--- src/hdl/gve_pkg.sv ---
// shared types and constants of the granular voice engine
// used by granular_voice_engine and gve_div; no dependencies
`timescale 1ns / 1ps

package gve_pkg;

    localparam int DEF_BUFFER_DEPTH = 65536;
    localparam int DEF_VOICES       = 32;
    localparam int DEF_SAMPLE_BITS  = 16;

    // width of the shared divider (dividend and divisor)
    localparam int DIV_W = 26;

    localparam logic [1:0] CMD_WRITE   = 2'd0;
    localparam logic [1:0] CMD_TICK    = 2'd1;
    localparam logic [1:0] CMD_RESTART = 2'd2;

    localparam logic [3:0] REG_GRAIN_LENGTH   = 4'd0;
    localparam logic [3:0] REG_RAMP_PERCENT   = 4'd1;
    localparam logic [3:0] REG_GAP_LENGTH     = 4'd2;
    localparam logic [3:0] REG_OFFSET_SAMPLES = 4'd3;
    localparam logic [3:0] REG_RANDOM_FACTOR  = 4'd4;
    localparam logic [3:0] REG_BUFFER_LENGTH  = 4'd5;
    localparam logic [3:0] REG_VOICE_COUNT    = 4'd6;
    localparam logic [3:0] REG_OUTPUT_GAIN    = 4'd7;

    localparam logic [15:0] RST_GRAIN_LENGTH  = 16'd1323;
    localparam logic [6:0]  RST_RAMP_PERCENT  = 7'd50;
    localparam logic [7:0]  RST_RANDOM_FACTOR = 8'd25;
    localparam logic [5:0]  RST_VOICE_COUNT   = 6'd1;
    localparam logic [15:0] RST_OUTPUT_GAIN   = 16'd32768;

    localparam logic [6:0]  MAX_RAMP   = 7'd100;
    localparam logic [7:0]  MAX_RANDOM = 8'd248;
    localparam logic [16:0] ENV_ONE    = 17'd65536;
    localparam logic [DIV_W-1:0] RAMP_DIVISOR = DIV_W'(200);

    localparam logic [31:0] NOISE_SEED = 32'hACE12468;
    localparam logic [31:0] NOISE_TAPS = 32'hA3000000;

    typedef enum logic [1:0] {
        PH_STOPPED,
        PH_FADEIN,
        PH_SUSTAIN,
        PH_FADEOUT
    } t_phase;

    typedef enum logic [5:0] {
        S_IDLE,
        S_CMD,
        S_RS_READ,
        S_RS_LOAD,
        S_RS_WAIT,
        S_RS_WB,
        S_TK_READ,
        S_TK_LOAD,
        S_TK_CHECK,
        S_G_LEN0,
        S_G_LEN1,
        S_G_LEN2,
        S_G_ATT0,
        S_G_ATT1,
        S_G_ATT2,
        S_G_STEP,
        S_G_GAP0,
        S_G_GAP1,
        S_G_GAP2,
        S_G_OFS0,
        S_G_OFS1,
        S_G_OFS2,
        S_G_OFS3,
        S_G_OFS4,
        S_G_OFS5,
        S_G_PTR,
        S_G_MOD,
        S_TK_PLAY,
        S_TK_SAMP,
        S_TK_ENV,
        S_TK_WB,
        S_TK_GAIN,
        S_TK_SAT
    } t_state;

    typedef struct packed {
        logic             start;
        logic [DIV_W-1:0] dividend;
        logic [DIV_W-1:0] divisor;
    } t_div_req;

    typedef struct packed {
        logic             busy;
        logic [DIV_W-1:0] quotient;
        logic [DIV_W-1:0] remainder;
    } t_div_rsp;

endpackage

--- src/hdl/gve_div.sv ---
// shared restoring divider, one quotient bit per cycle
// depends on gve_pkg for the request and response structs
`timescale 1ns / 1ps

module gve_div (
    input  logic              i_clk,
    input  logic              i_rst_n,
    input  gve_pkg::t_div_req i_req,
    output gve_pkg::t_div_rsp o_rsp
);

    localparam int W  = gve_pkg::DIV_W;
    localparam int CW = $clog2(W + 1);

    logic          r_busy;
    logic [CW-1:0] r_cnt;
    logic [W-1:0]  r_quo;
    logic [W-1:0]  r_rem;
    logic [W-1:0]  r_div;
    logic [W:0]    trial;
    logic          fits;

    always_comb begin
        trial = {r_rem, r_quo[W-1]};
        fits  = trial >= {1'b0, r_div};
    end

    always_ff @(posedge i_clk) begin
        if (!i_rst_n) begin
            r_busy <= 1'b0;
            r_cnt  <= '0;
        end else if (i_req.start && !r_busy) begin
            r_busy <= 1'b1;
            r_cnt  <= CW'(W);
        end else if (r_busy) begin
            r_cnt <= r_cnt - CW'(1);
            if (r_cnt == CW'(1)) begin
                r_busy <= 1'b0;
            end
        end
    end

    always_ff @(posedge i_clk) begin
        if (i_req.start && !r_busy) begin
            r_quo <= i_req.dividend;
            r_rem <= '0;
            r_div <= i_req.divisor;
        end else if (r_busy) begin
            if (fits) begin
                r_rem <= W'(trial - {1'b0, r_div});
                r_quo <= {r_quo[W-2:0], 1'b1};
            end else begin
                r_rem <= trial[W-1:0];
                r_quo <= {r_quo[W-2:0], 1'b0};
            end
        end
    end

    assign o_rsp.busy      = r_busy;
    assign o_rsp.quotient  = r_quo;
    assign o_rsp.remainder = r_rem;

endmodule

--- config.mk ---
export PLATFORM = sky130hd
export DESIGN_NAME = gve_div
export DESIGN_NICKNAME = d
export VERILOG_FILES = /design/src/hdl/gve_pkg.sv /design/src/hdl/gve_div.sv
export SDC_FILE = /design/constraint.sdc
export NUM_CORES = 1
export LEC_CHECK = 0
export ABC_AREA = 1
export BUFFER_PORTS_ARGS = -buffer_cell sky130_fd_sc_hd__buf_4
export CORE_ASPECT_RATIO = 0.9
export CORE_MARGIN = 4
export CORE_UTILIZATION = 50
export DETAILED_ROUTE_END_ITERATION = 10
export PLACE_DENSITY = 0.79
export SYNTH_ARGS = -nofsm -noshare
export SYNTH_HDL_FRONTEND = slang
export SYNTH_SLANG_ARGS = --single-unit
--- constraint.sdc ---
create_clock -name i_clk -period 1.95 [get_ports i_clk]
set_input_delay 0.2925 -clock i_clk [delete_from_list [all_inputs] [get_ports i_clk]]
set_output_delay 0.2925 -clock i_clk [all_outputs]
set_load 0.01 [all_outputs]
==> flow_summary_export.csv <==
group,metric,value,unit
placed_design,placed_area,7210,µm²
setup_path,endpoint_kind,"flop",
global_route,grt-ovfl-total,0,
timing,holdWs,0.119,ns
final_layout,ff_latch_area,2200,µm²
setup_path,cp.arrival,2.32,ns
final_layout,area_growth,53.1,%
floorplanning,pin_count,108,
timing,skew,0.0123,ns
detailed_routing,wl,19.4,mm
timing,tightest_slew,0.405,ns
power_and_ir_drop,irDropWorstVdd,0.000739,V
timing,relSlewSlack,73.0,%
clocking,postCtsHoldBufs,0,
logic_synthesis,synth_cells,805,
detailed_routing,wl_per_cell,16.6,µm
final_layout,final_area,8480,µm²
timing,setup_viol,27,
detailed_routing,drt-initial-drc-count,544,
global_route,grt_max_degree,44,
logic_synthesis,async_reset_ff_share,0,%
setup_path,crit_start,"r_div[5]",
logic_synthesis,synth.distinct_cells,35,
status,outcome,"finished, violations left",
final_layout,n_antenna_cell,0,
clocking,cts_made_buffers,9,
setup_path,r2r-start,"r_div[5]",
logic_synthesis,avgSynthCellArea,6.88,µm²
setup_path,worstPathRequired,2.19,ns
floorplanning,start_util,51.2,%
floorplanning,core,10800,µm²
logic_synthesis,syn_nets,889,
clocking,cts_tree,"yes",
floorplanning,dieWidth,119,µm
logic_synthesis,synth_edf_count,52,
power_and_ir_drop,p_leak,4.40,nW
logic_synthesis,syn-cell-area,5540,µm²
setup_path,crit_buf_inv,3,
setup_path,crit_type,"reg -> reg",
clocking,h-tree-depth,3,
clocking,clk_latency,0.35,ns
placed_design,gp_congestion,0.978,
setup_path,critical-path-slowest-cell,"edfxtp_1",
timing,max_freq,0.480,GHz
detailed_routing,avgViaCountPerCell,5.31,
placed_design,hpwlAfterDp,12.9,mm
timing,hold_viol,0,
setup_path,slowest_delay,0.34,ns
power_and_ir_drop,power.density,1180,nW/µm²
final_layout,finalNonFillerCells,1163,
logic_synthesis,seq_area_frac_synth,39.8,%
final_layout,drive_gt1_share,38.2,%
placed_design,io_buffer_count,107,
setup_path,path_cells,"inv_2, ha_4, nand2_1, nor2_2, inv_1, nor3_4, nand3_4, nand3_4, buf_6, nand2_2, nand2_2, o21bai_4",
final_layout,num-fill-cells,753,
timing,setup_tns,-2.23,ns
final_layout,multiInputGateArea,3280,µm²
status,violations,"negative setup slack",
logic_synthesis,synth_ff_type,"edfxtp_1",
timing,min_period,2.08,ns
placed_design,dp.cells,1128,
detailed_routing,ant_nets,0,
final_layout,num-nets-final,1109,
hold_path,hold_start,"i_req[3]",
global_route,antenna_found_initial,0,
detailed_routing,drc,0,
detailed_routing,first_pass_iters,6,
floorplanning,die_y,108,µm
floorplanning,dieArea,12800,µm²
final_layout,final_cell_mix,"nand2_1 (269), buf_4 (217), inv_1 (139), edfxtp_1 (52)",
logic_synthesis,ys_seq_elements,84,
global_route,grt_use_total,28.3,%
hold_path,hold_path.class,"in -> reg",
detailed_routing,vias,6172,
global_route,first_global_vias,5870,
timing,rsz0062_at_grt,"yes",
timing,setup_ws,-0.132,ns
setup_path,worstPathMaxFanout,7,
final_layout,final_common_cell,"nand2_1",
timing,fin_crit_sh,107,%
clocking,clock_sinks,84,
clocking,clockBufferDepth,2,
setup_path,crit_family,"simple AND/OR/NAND/NOR gates",
power_and_ir_drop,finalPower,10.0,mW
clocking,ctsRootBufferMaster,"clkbuf_16",
logic_synthesis,yosys_warnings,0,
timing,slew_violations,0,
floorplanning,rows,36,
clocking,clkTransAtPathRegs,0.07,ns
setup_path,start_kind,"flop",
global_route,grt_pass1_wl,28.4,mm
run,maxCapViolCount,0,
[worst paths after layout]
kind / to / slack, ns / cells after the start
worst max-delay path: r_rem[14] / -0.13 / 12
worst min-delay path: r_div[3] / 0.12 / 1
worst max register to register: r_rem[14] / -0.13 / 12
worst min register to register: r_cnt[4] / 0.48 / 1
[cell type report]
| type | instances | area share (%) |
|---|---|---|
| multi-input cells | 535 | 38.6 |
| flip-flops and latches | 84 | 26.0 |
| repair buffers | 230 | 21.9 |
| inverters | 165 | 7.34 |
| clock buffers | 11 | 3.11 |
| well taps | 133 | 1.96 |
| clock inverters | 5 | 1.02 |
[flip-flops by register name (all words and copies together) (netlist names)]
signal  flops
r_cnt       5
r_rem      26
r_quo      26
r_busy      1
r_div      26
[power breakdown]
group / total (mW) / switching, mW / internal, mW
sequential: 2.45 / 0.241 / 2.21
clock: 2.02 / 0.774 / 1.25
combinational: 5.57 / 2.94 / 2.63
total: 10.0 / 3.95 / 6.09
[kinds of logic (layout without fill, tap and decap cells)]
kind of cell,count (synthesis),count (layout),share of synthesized area [%]
AO/OA/AOI/OAI,33,33,3.64
AND/OR/NAND/NOR,462,462,34.9
adder cells (fa/ha/maj),29,29,6.69
flip-flops,84,84,39.8
buffers and inverters,186,411,13.2
XOR/XNOR,11,11,1.74
[cells in the mapped netlist (2+ instances only)]
cell	instances	area share, %
nand2_1	315	21
inv_1	158	11
nand3_1	58	5.2
edfxtp_1	52	28
nor2_1	41	2.8
dfxtp_1	32	12
nand4_1	29	3.3
ha_1	28	6.3
a21oi_1	13	1.2
o21ai_1	9	0.81
clkbuf_1	8	0.54
xnor2_1	8	1.3
inv_2	7	0.47
buf_2	6	0.54
nor2_2	5	0.56
nor3_1	5	0.45
buf_1	3	0.20
buf_6	3	0.61
o21bai_2	3	0.61
xor2_1	3	0.47
nand2_2	2	0.23
nand3_2	2	0.36
nand3b_1	2	0.27
o21ai_0	2	0.18
[per-stage QoR]
step	worst slack (ns)	util (%)
global route	-0.224	78.4
global placement	-0.176	66.7
finish	-0.132	78.4
detailed placement	-0.177	66.7
floorplan	0.0134	-
CTS	-0.0686	73.8
[metal layers]
layer  vias up  track usage, %  part of all wire (%)
li1       2945               -                     -
met1      2874            37.6                    42
met2       302            46.4                    47
met3        51            5.52                   8.0
met4         0            9.76                   2.8
met5         -               0                     0
[repair_timing]
item,4_1_cts,5_1_grt
pin swaps,20,17
gates resized for setup,63,96
gates cloned,0,2
setup endpoints to repair,27,27
buffers inserted,7,10
Power figures use the tool's default switching activity.
